[src/sv/dcm_pkg.sv]
// ----------------------------------------------------------------------------
// Drive command mixer package
// Codes, limits and the mixer settings type.
// ----------------------------------------------------------------------------
package dcm_pkg;

  localparam logic [31:0] FRAME_MAGIC = 32'h5243_0001;
  localparam logic [6:0]  DRIVE_LIMIT = 7'd100;
  localparam logic [6:0]  SERVO_LIMIT = 7'd90;
  localparam logic [16:0] MS_SAT      = 17'h1_FFFF;

  localparam logic [1:0] OP_FRAME   = 2'd0;
  localparam logic [1:0] OP_TICK    = 2'd1;
  localparam logic [1:0] OP_CONNECT = 2'd2;
  localparam logic [1:0] OP_LOST    = 2'd3;

  localparam logic [1:0] ACT_NONE        = 2'd0;
  localparam logic [1:0] ACT_SET         = 2'd1;
  localparam logic [1:0] ACT_STOP_CENTER = 2'd2;
  localparam logic [1:0] ACT_STOP        = 2'd3;

  localparam logic [2:0] REG_LEFT_GAIN    = 3'd0;
  localparam logic [2:0] REG_RIGHT_GAIN   = 3'd1;
  localparam logic [2:0] REG_FLIP_LEFT    = 3'd2;
  localparam logic [2:0] REG_FLIP_RIGHT   = 3'd3;
  localparam logic [2:0] REG_SWAP_SIDES   = 3'd4;
  localparam logic [2:0] REG_MAX_PERCENT  = 3'd5;
  localparam logic [2:0] REG_TIMEOUT_MS   = 3'd6;

  typedef struct packed {
    logic [11:0] left_gain;
    logic [11:0] right_gain;
    logic        flip_left;
    logic        flip_right;
    logic        swap_sides;
    logic [6:0]  max_percent;
  } dcm_cfg_t;

endpackage

[src/sv/dcm_mixer.sv]
// ----------------------------------------------------------------------------
// Drive command mixer datapath
// Clamp, mix, Q2.10 scale, invert, limit and swap for one command frame.
// ----------------------------------------------------------------------------
module dcm_mixer import dcm_pkg::*; (
  input  logic signed [31:0] speed_request,
  input  logic signed [31:0] steer_request,
  input  logic signed [31:0] diff_request,
  input  dcm_cfg_t           cfg,
  output logic signed [7:0]  left_drive,
  output logic signed [7:0]  right_drive,
  output logic signed [7:0]  servo_angle
);

  function automatic logic signed [7:0] clamp32(input logic signed [31:0] v,
                                                input logic [6:0] lim);
    logic signed [31:0] hi;
    logic signed [31:0] lo;
    logic signed [7:0]  res;
    hi = signed'({25'd0, lim});
    lo = -hi;
    if (v > hi) res = signed'({1'b0, lim});
    else if (v < lo) res = -signed'({1'b0, lim});
    else res = v[7:0];
    return res;
  endfunction

  function automatic logic signed [7:0] side(input logic signed [8:0] sum,
                                             input logic [11:0] gain,
                                             input logic invert,
                                             input logic [6:0] lim);
    logic        neg;
    logic [8:0]  abs9;
    logic [19:0] prod;
    logic [9:0]  scaled;
    logic [6:0]  capped;
    logic [7:0]  mag8;
    neg    = sum[8];
    abs9   = neg ? (~sum + 9'd1) : sum;
    prod   = abs9[7:0] * gain;
    scaled = prod[19:10];
    capped = (scaled > {3'd0, lim}) ? lim : scaled[6:0];
    mag8   = {1'b0, capped};
    return (neg ^ invert) ? signed'(-mag8) : signed'(mag8);
  endfunction

  logic signed [7:0] speed_c;
  logic signed [7:0] diff_c;
  logic signed [8:0] sum_l;
  logic signed [8:0] sum_r;
  logic [6:0]        lim;
  logic signed [7:0] drive_l;
  logic signed [7:0] drive_r;

  assign speed_c     = clamp32(speed_request, DRIVE_LIMIT);
  assign diff_c      = clamp32(diff_request, DRIVE_LIMIT);
  assign servo_angle = clamp32(steer_request, SERVO_LIMIT);

  assign sum_l = {speed_c[7], speed_c} + {diff_c[7], diff_c};
  assign sum_r = {speed_c[7], speed_c} - {diff_c[7], diff_c};
  assign lim   = (cfg.max_percent > DRIVE_LIMIT) ? DRIVE_LIMIT : cfg.max_percent;

  assign drive_l = side(sum_l, cfg.left_gain, cfg.flip_left, lim);
  assign drive_r = side(sum_r, cfg.right_gain, cfg.flip_right, lim);

  assign left_drive  = cfg.swap_sides ? drive_r : drive_l;
  assign right_drive = cfg.swap_sides ? drive_l : drive_r;

endmodule

[src/sv/drive_command_mixer_with_failsafe.sv]
// A request passes from the input register to the result register;
// the mixer and watchdog sit between the two.
// Throughput: one request per cycle while the result side keeps taking.
// Reset (synchronous, active high) restores all settings to their defaults,
// clears the sequence, link and watchdog state and empties both registers.
// ----------------------------------------------------------------------------
// Drive command mixer with failsafe
// Validates drive frames, mixes them into left and right motor percent and
// runs a millisecond command watchdog.
// ----------------------------------------------------------------------------
module drive_command_mixer_with_failsafe import dcm_pkg::*; (
  input  logic               clk,
  input  logic               rst,
  input  logic               cfg_we,
  input  logic [2:0]         cfg_index,
  input  logic [15:0]        cfg_data,
  input  logic               cmd_valid,
  output logic               cmd_ready,
  input  logic [1:0]         op,
  input  logic [31:0]        frame_magic,
  input  logic signed [31:0] speed_request,
  input  logic signed [31:0] steer_request,
  input  logic signed [31:0] diff_request,
  input  logic [31:0]        sequence_req,
  output logic               rsp_valid,
  input  logic               rsp_ready,
  output logic [1:0]         action,
  output logic signed [7:0]  left_drive,
  output logic signed [7:0]  right_drive,
  output logic signed [7:0]  servo_angle
);

  dcm_cfg_t    cfg;
  logic [15:0] timeout_ms;

  logic               in_full;
  logic [1:0]         op_q;
  logic [31:0]        magic_q;
  logic signed [31:0] speed_q;
  logic signed [31:0] steer_q;
  logic signed [31:0] diff_q;
  logic [31:0]        seq_q;

  logic [31:0] last_sequence;
  logic        command_active;
  logic [16:0] ms_since_command;

  logic [31:0] last_sequence_next;
  logic        command_active_next;
  logic [16:0] ms_since_command_next;
  logic [1:0]  action_next;
  logic [16:0] ms_inc;

  logic signed [7:0] mix_left;
  logic signed [7:0] mix_right;
  logic signed [7:0] mix_servo;

  logic advance;
  logic take;

  assign advance   = in_full && (!rsp_valid || rsp_ready);
  assign cmd_ready = !in_full || advance;
  assign take      = cmd_valid && cmd_ready;

  always_ff @(posedge clk) begin
    if (rst) begin
      cfg.left_gain    <= 12'd1024;
      cfg.right_gain   <= 12'd492;
      cfg.flip_left    <= 1'b0;
      cfg.flip_right   <= 1'b0;
      cfg.swap_sides   <= 1'b0;
      cfg.max_percent  <= 7'd100;
      timeout_ms       <= 16'd500;
    end else if (cfg_we) begin
      case (cfg_index)
        REG_LEFT_GAIN:    cfg.left_gain    <= cfg_data[11:0];
        REG_RIGHT_GAIN:   cfg.right_gain   <= cfg_data[11:0];
        REG_FLIP_LEFT:    cfg.flip_left    <= cfg_data[0];
        REG_FLIP_RIGHT:   cfg.flip_right   <= cfg_data[0];
        REG_SWAP_SIDES:   cfg.swap_sides   <= cfg_data[0];
        REG_MAX_PERCENT:  cfg.max_percent  <= cfg_data[6:0];
        REG_TIMEOUT_MS:   timeout_ms       <= cfg_data;
        default: ;
      endcase
    end
  end

  always_ff @(posedge clk) begin
    if (rst) begin
      in_full <= 1'b0;
    end else if (take) begin
      in_full <= 1'b1;
    end else if (advance) begin
      in_full <= 1'b0;
    end
  end

  always_ff @(posedge clk) begin
    if (take) begin
      op_q    <= op;
      magic_q <= frame_magic;
      speed_q <= speed_request;
      steer_q <= steer_request;
      diff_q  <= diff_request;
      seq_q   <= sequence_req;
    end
  end

  dcm_mixer u_mixer (
    .speed_request (speed_q),
    .steer_request (steer_q),
    .diff_request  (diff_q),
    .cfg           (cfg),
    .left_drive    (mix_left),
    .right_drive   (mix_right),
    .servo_angle   (mix_servo)
  );

  assign ms_inc = (ms_since_command < MS_SAT) ? ms_since_command + 17'd1 : ms_since_command;

  always_comb begin
    last_sequence_next    = last_sequence;
    command_active_next   = command_active;
    ms_since_command_next = ms_since_command;
    action_next           = ACT_NONE;
    case (op_q)
      OP_FRAME: begin
        if (magic_q == FRAME_MAGIC && !(seq_q < last_sequence && command_active)) begin
          last_sequence_next    = seq_q;
          command_active_next   = 1'b1;
          ms_since_command_next = '0;
          action_next           = ACT_SET;
        end
      end
      OP_TICK: begin
        ms_since_command_next = ms_inc;
        if (command_active && ms_inc > {1'b0, timeout_ms}) begin
          command_active_next = 1'b0;
          action_next         = ACT_STOP_CENTER;
        end
      end
      OP_CONNECT: begin
        last_sequence_next    = '0;
        command_active_next   = 1'b0;
        ms_since_command_next = '0;
        action_next           = ACT_STOP_CENTER;
      end
      default: begin
        command_active_next = 1'b0;
        action_next         = ACT_STOP;
      end
    endcase
  end

  always_ff @(posedge clk) begin
    if (rst) begin
      last_sequence    <= '0;
      command_active   <= 1'b0;
      ms_since_command <= '0;
      rsp_valid        <= 1'b0;
    end else begin
      if (advance) begin
        last_sequence    <= last_sequence_next;
        command_active   <= command_active_next;
        ms_since_command <= ms_since_command_next;
        rsp_valid        <= 1'b1;
      end else if (rsp_ready) begin
        rsp_valid <= 1'b0;
      end
    end
  end

  always_ff @(posedge clk) begin
    if (advance) begin
      action      <= action_next;
      left_drive  <= (action_next == ACT_SET) ? mix_left : 8'sd0;
      right_drive <= (action_next == ACT_SET) ? mix_right : 8'sd0;
      servo_angle <= (action_next == ACT_SET) ? mix_servo : 8'sd0;
    end
  end

endmodule

[config.mk]
export PLATFORM = sky130hd
export DESIGN_NAME = drive_command_mixer_with_failsafe
export DESIGN_NICKNAME = d
export VERILOG_FILES = /design/src/sv/dcm_pkg.sv /design/src/sv/dcm_mixer.sv /design/src/sv/drive_command_mixer_with_failsafe.sv
export SDC_FILE = /design/constraint.sdc
export NUM_CORES = 1
export LEC_CHECK = 0
export ABC_AREA = 1
export BUFFER_PORTS_ARGS = -buffer_cell sky130_fd_sc_hd__buf_2
export CAP_MARGIN = 20
export CORE_ASPECT_RATIO = 1.2
export CORE_MARGIN = 1.5
export CORE_UTILIZATION = 35
export CTS_BUF_LIST = sky130_fd_sc_hd__clkbuf_8 sky130_fd_sc_hd__clkbuf_16
export DETAILED_ROUTE_END_ITERATION = 7
export HOLD_SLACK_MARGIN = 0.06
export PLACE_DENSITY = 0.51
export SKIP_CTS_REPAIR_TIMING = 1
export SYNTH_ARGS = -nofsm -noshare
export SYNTH_HDL_FRONTEND = slang
export SYNTH_SLANG_ARGS = --single-unit
[constraint.sdc]
create_clock -name clk -period 8.4 [get_ports clk]
set_input_delay 0.42 -clock clk [delete_from_list [all_inputs] [get_ports clk]]
set_output_delay 0.42 -clock clk [all_outputs]
set_load 0.01 [all_outputs]
==> results of run 1 <==
[stage by stage]
step | setup TNS (ns) | area (µm²)
global route | -18.77 | 27300
global placement | -13.53 | 23500
floorplan | -4.03 | 20100
detailed placement | -15.44 | 23500
finish | -10.45 | 27300
CTS | -15.46 | 24600
[routing by layer]
layer	share of wire (%)	vias to the layer above	track usage (%)
met1	42	8270	22.7
li1	-	8593	-
met2	52	293	34.1
met4	2.3	0	4.63
met5	0	-	0
met3	3.4	76	2.59
[cells in the mapped netlist, drive strengths merged, types with 2 or more instances]
| library cell | n |
|---|---|
| a211oi | 16 |
| or2 | 7 |
| buf | 5 |
| o21ai | 77 |
| dfxtp | 102 |
| o311ai | 2 |
| o211ai | 21 |
| clkbuf | 36 |
| o31ai | 3 |
| nor3 | 25 |
| nand2 | 417 |
| or4 | 2 |
| and3 | 2 |
| edfxtp | 188 |
| nor4 | 26 |
| a21oi | 168 |
| o21a | 4 |
| nand4 | 48 |
| nor2 | 203 |
| clkinv | 4 |
| fa | 120 |
| a31oi | 4 |
| xor2 | 34 |
| o2111ai | 2 |
| ha | 157 |
| a21o | 2 |
| nand3 | 116 |
| o21bai | 6 |
| xnor2 | 17 |
| o221a | 2 |
| nand3b | 9 |
| inv | 419 |
[cell usage in the layout, fill, tap and decap left out, drive strengths merged, types with 2 or more instances in the layout]
cell type	instances
buf	451
inv	428
nand2	417
nor2	203
edfxtp	188
a21oi	168
dlygate4sd3	162
ha	157
fa	120
nand3	117
dfxtp	102
o21ai	77
nand4	48
xor2	34
clkbuf	31
nor4	26
nor3	25
o211ai	21
xnor2	17
a211oi	16
clkinv	13
nand3b	9
or2	7
bufinv	6
o21bai	6
a31oi	4
o21a	4
diode	3
o31ai	3
clkinvlp	3
and3	2
o311ai	2
a21o	2
o221a	2
o2111ai	2
or4	2
[layout make-up]
class / count / area share, %
multi-input combinational: 1499 / 41.9
sequential: 290 / 28.1
timing repair buffer: 613 / 16.8
inverter: 423 / 5.87
tap: 727 / 3.33
clock buffer: 31 / 2.84
clock inverter: 27 / 1.12
antenna: 3 / 0.0275
[cell families (layout without fill, tap and decap cells)]
logic type               after synthesis  in the layout
flip-flops                           290            290
AO/OA/AOI/OAI                        312            312
other                                  0              3
AND/OR/NAND/NOR                      858            859
adder cells (fa/ha/maj)              277            277
XOR/XNOR                              51             51
buffers and inverters                464           1094
[flip-flops by register name, summed over array words and instances (netlist names), 2 cells and up]
| register | cells |
|---|---|
| action | 2 |
| cfg | 34 |
| diff_q | 32 |
| last_sequence | 32 |
| left_drive | 8 |
| magic_q | 32 |
| ms_since_command | 17 |
| op_q | 2 |
| right_drive | 8 |
| seq_q | 32 |
| servo_angle | 8 |
| speed_q | 32 |
| steer_q | 32 |
| timeout_ms | 16 |
[path summary, 6_finish.rpt]
| path | slack, ns | endpoint | start |
|---|---|---|---|
| worst max-delay path | -0.72 | right_drive[5] | diff_q[21] |
| worst min-delay path | 0.12 | cfg[7] | cfg_we |
| worst max register to register | -0.72 | right_drive[5] | diff_q[21] |
| worst min register to register | 0.46 | cfg[8] | cfg[8] |
[worst max-delay path, delay by kind of cell, from the launching register on]
| family | cells | cell delay [ns] |
|---|---|---|
| and+or+nand+nor | 27 | 3.28 |
| DFF | 1 | 0.39 |
| AOI/OAI and AO/OA | 8 | 0.99 |
| xor gates and xnor gates | 2 | 0.33 |
| adders and majority gates | 8 | 3.12 |
| buffers and inverters | 9 | 0.75 |
==> qor.yml, run 1 <==
hold_viol_final: 0
synth-simple-area-share_pct: 19.3
routed_via_density: 4.77
die_w_um: 220
yosysSeqAreaShare_pct: 38.8
worst_pin_slew_ns: 0.983
ant_nets: 0
area_delta_synth_final_pct: 37.8
drt-total-wl_um: 56600
start_util_pct: 35.4
setup_ws_ns: -0.721
cp_common_cell: "nand2_1"
cts_tree: "done"
grt_overflow: 0
core_area_um2: 56000
wl_per_cell_um: 15.7
yosys.area.top_type: "edfxtp_1"
clk_pin_slew_worst_paths_ns: 0.06
drt_iter0_drc: 809
placementRows: 95
drive_gt1_share_pct: 26.3
yosysTopAreaCellShare_pct: 28.5
crit_fanout: 7
dr.pass1.iters: 7
ctsLongestPathBuffers: 3
cp_slowest_cell: "or4_4"
syn_inst: 2252
clk_latency_ns: 0.61
rsz0062_at_grt: "true"
port_buffers: 213
outcome: "finished with violations"
post-place-ws_ns: -1.00
synth.distinct_cells: 54
grt_max_degree: 102
die_area_um2: 58100
fin_cells: 3613
required_ns: 8.73
fin_skew_ns: 0.0306
cts_inserted_buffers: 31
ff2ff_path_depth: 54
maxSlewHeadroom_pct: 34.5
die_y_um: 264
max_freq_mhz: 110
cp-start-kind: "register"
violations: "negative setup slack"
end_kind: "register"
synthMuxAreaShare_pct: 0
dp.final_hpwl_um: 42300
track_usage_pct: 18.6
yosys_warnings: 0
h-tree-depth: 1
slowest_delay_ns: 0.57
async_flop_share_pct: 0
synth.area.top_cells: "edfxtp_1 28%, fa_1 12%, dfxtp_1 10%, ha_1 9.9%, inv_1 7.8%"
synth_top_family_by_area: "adder cells"
cts.sink_count: 290
synth_compound_area_share_pct: 8.83
antenna_found_initial: 3
drv_cap: 0
vias: 17200
synth-xor-area-share_pct: 2.25
whs_ns: 0.123
synthesis.nets: 2715
grt_pass1_wl_um: 86800
setup-violations-final: 16
layout.nets: 3321
utilization_pct: 48.8
ys_ff_latch: 290
fin_crit_ns: 9.12
finalCritPeriodShare_pct: 109
synth_ff_type: "edfxtp_1"
placedCellCount: 3367
drc: 0
grt_pass1_vias: 17100
synth-edff-count: 188
multiInputGateArea_um2: 11400
critical_path_class: "reg2reg"
syn_area_um2: 19800
hold_depth: 3
cts-root-buf: "clkbuf_16"
drv_slew: 0
cp.arrival_ns: 9.45
yosys.area_share.adder_pct: 22.0
ios: 214
regArea_um2: 7690
gp_congestion: 0.892
synth_area_per_cell_um2: 8.81
hold_class: "in2reg"
nFillCells: 5180
Power of run 1 is left out: the tool's default activity adds up to more than one toggle a clock period on the data nets, which glitch-free logic cannot reach.
==> inputs of run 2 (changes only) <==
--- a/config.mk
+++ b/config.mk
@@ -14,7 +14,7 @@
 export CTS_BUF_LIST = sky130_fd_sc_hd__clkbuf_8 sky130_fd_sc_hd__clkbuf_16
 export DETAILED_ROUTE_END_ITERATION = 7
 export HOLD_SLACK_MARGIN = 0.06
-export PLACE_DENSITY = 0.51
+export PLACE_DENSITY = 0.49
 export SKIP_CTS_REPAIR_TIMING = 1
 export SYNTH_ARGS = -nofsm -noshare
 export SYNTH_HDL_FRONTEND = slang
==> constraint.sdc (replaced) <==
create_clock -name clk -period 11.2 [get_ports clk]
set_input_delay 0.56 -clock clk [delete_from_list [all_inputs] [get_ports clk]]
set_output_delay 0.56 -clock clk [all_outputs]
set_load 0.01 [all_outputs]
==> run 2 against run 1 <==
Largest cell class unchanged. Via count decreased by 8.4%. Critical path type unchanged. Flip-flop and latch count unchanged. The flow now finishes without violations. Clock skew is 0.017 ns lower. Final cell count is 11% lower. First-iteration DRC count fell by 0.87%.
==> qor.yml, run 2 (synthesis results as in run 1) <==
fin_area_um2: 22900
grt_overflow: 0
fin_crit_ns: 10.18
dp.final_hpwl_um: 42400
h-tree-depth: 1
track_usage_pct: 18.7
critical_path_class: "reg2reg"
cts-root-buf: "clkbuf_16"
layout.nets: 2939
cp.arrival_ns: 10.49
core_area_um2: 56000
hold_depth: 1
grt_pass1_vias: 16400
mostFrequentLayoutCell: "inv_1"
wl_per_cell_um: 16.6
drv_cap: 0
drc: 0
outcome: "finished clean"
cts_inserted_buffers: 31
vias: 15800
largest_register_ffs: 34
die_w_um: 220
antenna_found_initial: 7
maxSlewHeadroom_pct: 41.5
gp_congestion: 0.892
hold_viol_final: 0
placementRows: 95
die_y_um: 264
cp_slowest_cell: "or4_1"
routed_via_density: 4.89
max_freq_mhz: 98.2
fin_skew_ns: 0.0138
hold_class: "in2reg"
ctsLongestPathBuffers: 3
clk_pin_slew_worst_paths_ns: 0.06
clk_latency_ns: 0.59
cts_tree: "done"
top_register: "cfg"
dr.pass1.iters: 5
drv_slew: 0
finalCritPeriodShare_pct: 90.9
crit_fanout: 9
drive_gt1_share_pct: 14.0
rrSetupSlack_ns: 1.02
cts.sink_count: 290
placed_area_um2: 21800
area_delta_synth_final_pct: 15.4
grt_max_degree: 95
setup-violations-final: 0
slowest_delay_ns: 0.57
worst_pin_slew_ns: 0.878
port_buffers: 213
die_area_um2: 58100
ios: 214
ant_nets: 0
drt_iter0_drc: 802
cp_common_cell: "inv_1"
drt-total-wl_um: 53500
cp-start-kind: "register"
grt_pass1_wl_um: 86400
required_ns: 11.51
mostFrequentLayoutCells: "415 x inv_1, 391 x nand2_1, 213 x buf_2"
end_kind: "register"
start_util_pct: 35.4
ff2ff_path_depth: 53
run 2: per-layer routing:
metal | global-route usage [%] | part of all wire (%) | up-vias
li1 | - | - | 7844
met1 | 22.5 | 42 | 7525
met2 | 34.1 | 51 | 320
met3 | 2.82 | 4.3 | 86
met4 | 5.41 | 2.7 | 10
met5 | 0 | 0.11 | -
run 2: area by class of cell:
type                       count  area [µm²]
antenna                        2        5.00
clock buffer                  32         790
clock inverter                26         210
fill                        5612       33100
inverter                     423        1590
multi-input combinational   1498       10400
sequential                   290        7690
tap                          727         910
timing repair buffer         232        1270
run 2: final timing paths:
kind,startpoint,endpoint
setup / recovery,diff_q[22],left_drive[6]
setup reg to reg,diff_q[22],left_drive[6]
hold / removal,sequence_req[19],seq_q[19]
hold reg to reg,last_sequence[29],last_sequence[29]
run 2: critical path: cells and delay by family, from the launching register on:
kind                     cells  cell delay [ns]
flip-flops                   1             0.37
AO/OA/AOI/OAI                8             1.50
adder cells (fa/ha/maj)      8             3.27
AND/OR/NAND/NOR             22             3.29
buffers and inverters       13             1.16
XOR/XNOR                     2             0.33
run 2: metrics by stage:
step	util [%]	std cells	hold WS, ns	worst slack, ns	setup TNS, ns
after floorplan	-	2252	0.435	1.97	0
after global placement	38.9	3166	0.452	0.887	0
after detailed placement	38.9	3166	0.455	0.657	0
after CTS	40.7	3224	0.103	0.646	0
after global routing	40.9	3230	0.107	-0.000720	-0.000720
final	40.9	3230	0.144	1.02	0
Power of run 2 is left out for the same reason.
==> inputs of run 3 (changes only) <==
--- a/config.mk
+++ b/config.mk
@@ -14,7 +14,7 @@
 export CTS_BUF_LIST = sky130_fd_sc_hd__clkbuf_8 sky130_fd_sc_hd__clkbuf_16
 export DETAILED_ROUTE_END_ITERATION = 7
 export HOLD_SLACK_MARGIN = 0.06
-export PLACE_DENSITY = 0.49
+export PLACE_DENSITY = 0.59
 export SKIP_CTS_REPAIR_TIMING = 1
 export SYNTH_ARGS = -nofsm -noshare
 export SYNTH_HDL_FRONTEND = slang
==> run 3 against run 2 <==
Core utilization is 0.058 points lower. Final area is 0.14% lower. Fmax is 1.1% lower. Clock skew is 0.018 ns higher. Global-route usage is 0.61 points lower. Flip-flop and latch count stayed put. First-iteration DRC count is 7.2% higher. Sequential share of layout area hardly changed. Critical path depth is 6 lower. Clock-buffer cell count is 2 lower. Worst setup slack worse by 0.12 ns. Non-clock buffer count is 1 lower. Critical path type unchanged.
==> qor.yml, run 3 (synthesis results as in run 1) <==
hold_class: "in2reg"
top_register: "cfg"
finalCritPeriodShare_pct: 92.0
mostFrequentLayoutCell: "inv_1"
die_area_um2: 58100
h-tree-depth: 1
rsz0062_at_grt: "false"
grt_max_degree: 88
drv_cap: 0
hold_viol_final: 0
cp_slowest_cell: "xor2_1"
tns_ns: 0
cts.sink_count: 290
dp.final_hpwl_um: 41500
nFillCells: 5553
cts_inserted_buffers: 30
layout.nets: 2937
critical_path_class: "reg2reg"
gp_congestion: 0.915
drt-total-wl_um: 52300
routed_via_density: 4.94
drive_gt1_share_pct: 13.8
antenna_found_initial: 3
wl_per_cell_um: 16.2
placementRows: 95
track_usage_pct: 18.1
crit_fanout: 9
port_buffers: 213
utilization_pct: 40.8
fin_skew_ns: 0.0323
drv_slew: 0
slowest_delay_ns: 0.84
cts_tree: "done"
outcome: "finished clean"
hold_start: "steer_request[0]"
drt_iter0_drc: 860
fin_crit_ns: 10.30
r2r-start: "diff_q[31]"
end_kind: "register"
grt_pass1_vias: 16400
regArea_um2: 7690
cts-root-buf: "clkbuf_16"
cp_common_cell: "nand2_1"
maxSlewHeadroom_pct: 29.7
max_freq_mhz: 97.1
die_w_um: 220
area_delta_synth_final_pct: 15.2
ios: 214
vias: 15900
die_y_um: 264
core_area_um2: 56000
placedCellCount: 3166
grt_overflow: 0
multiInputGateArea_um2: 10400
mostFrequentLayoutCells: "414 x inv_1, 391 x nand2_1, 213 x buf_2"
drc: 0
clk_pin_slew_worst_paths_ns: 0.07
startpoint: "diff_q[31]"
ant_nets: 0
cp.arrival_ns: 10.63
cp-start-kind: "register"
setup-violations-final: 0
diodes: 0
grt_pass1_wl_um: 84200
largest_register_ffs: 34
fin_cells: 3225
start_util_pct: 35.4
required_ns: 11.53
clk_latency_ns: 0.60
worst_pin_slew_ns: 1.05
dr.pass1.iters: 8
ctsLongestPathBuffers: 3
-- run 3: cell types whose count changed in the layout (fill, tap and decap cells not counted), sizes merged --
cell      delta
bufinv       +2
clkinv       +1
buf          -1
inv          -4
clkbuf       -2
clkinvlp     +1
diode        -2
-- run 3: stage by stage --
step           hold WS [ns]  setup WS [ns]  instance area, µm²
2_1_floorplan         0.435           1.97               19800
6_report              0.132          0.901               22900
3_5_place_dp          0.456          0.983               21800
3_3_place_gp          0.451           1.18               21800
5_1_grt               0.101         0.0541               22900
4_1_cts              0.0956          0.999               22800
-- run 3: worst paths after layout --
| check | to | slack [ns] | cells after the start |
|---|---|---|---|
| setup reg to reg | right_drive[7] | 0.90 | 47 |
| hold reg to reg | last_sequence[28] | 0.46 | 2 |
| hold / removal | steer_q[0] | 0.13 | 1 |
| setup / recovery | right_drive[7] | 0.90 | 47 |
-- run 3: per-layer routing --
layer	routed length [µm]	vias up	global-route usage [%]
met1	21700	7625	21.9
met3	2510	100	2.46
met2	26600	392	33.0
met4	1450	6	5.31
met5	47	-	0
li1	-	7823	-
-- run 3: critical path: cells and delay by family (launching register included) --
family                     cells  cell delay, ns
AOI/OAI and AO/OA              8            2.04
DFF                            1            0.42
and+or+nand+nor               22            2.80
buffers and inverters          8            0.52
xor gates and xnor gates       2            1.11
adders and majority gates      7            3.15
-- run 3: cell type report --
cell class	count	share of cell area (%)
multi-input cells	1498	45.5
well taps	727	3.98
clock inverters	26	1.17
repair buffers	231	5.46
flip-flops and latches	290	33.6
inverters	423	6.97
clock buffers	30	3.29
Power of run 3 is left out for the same reason.
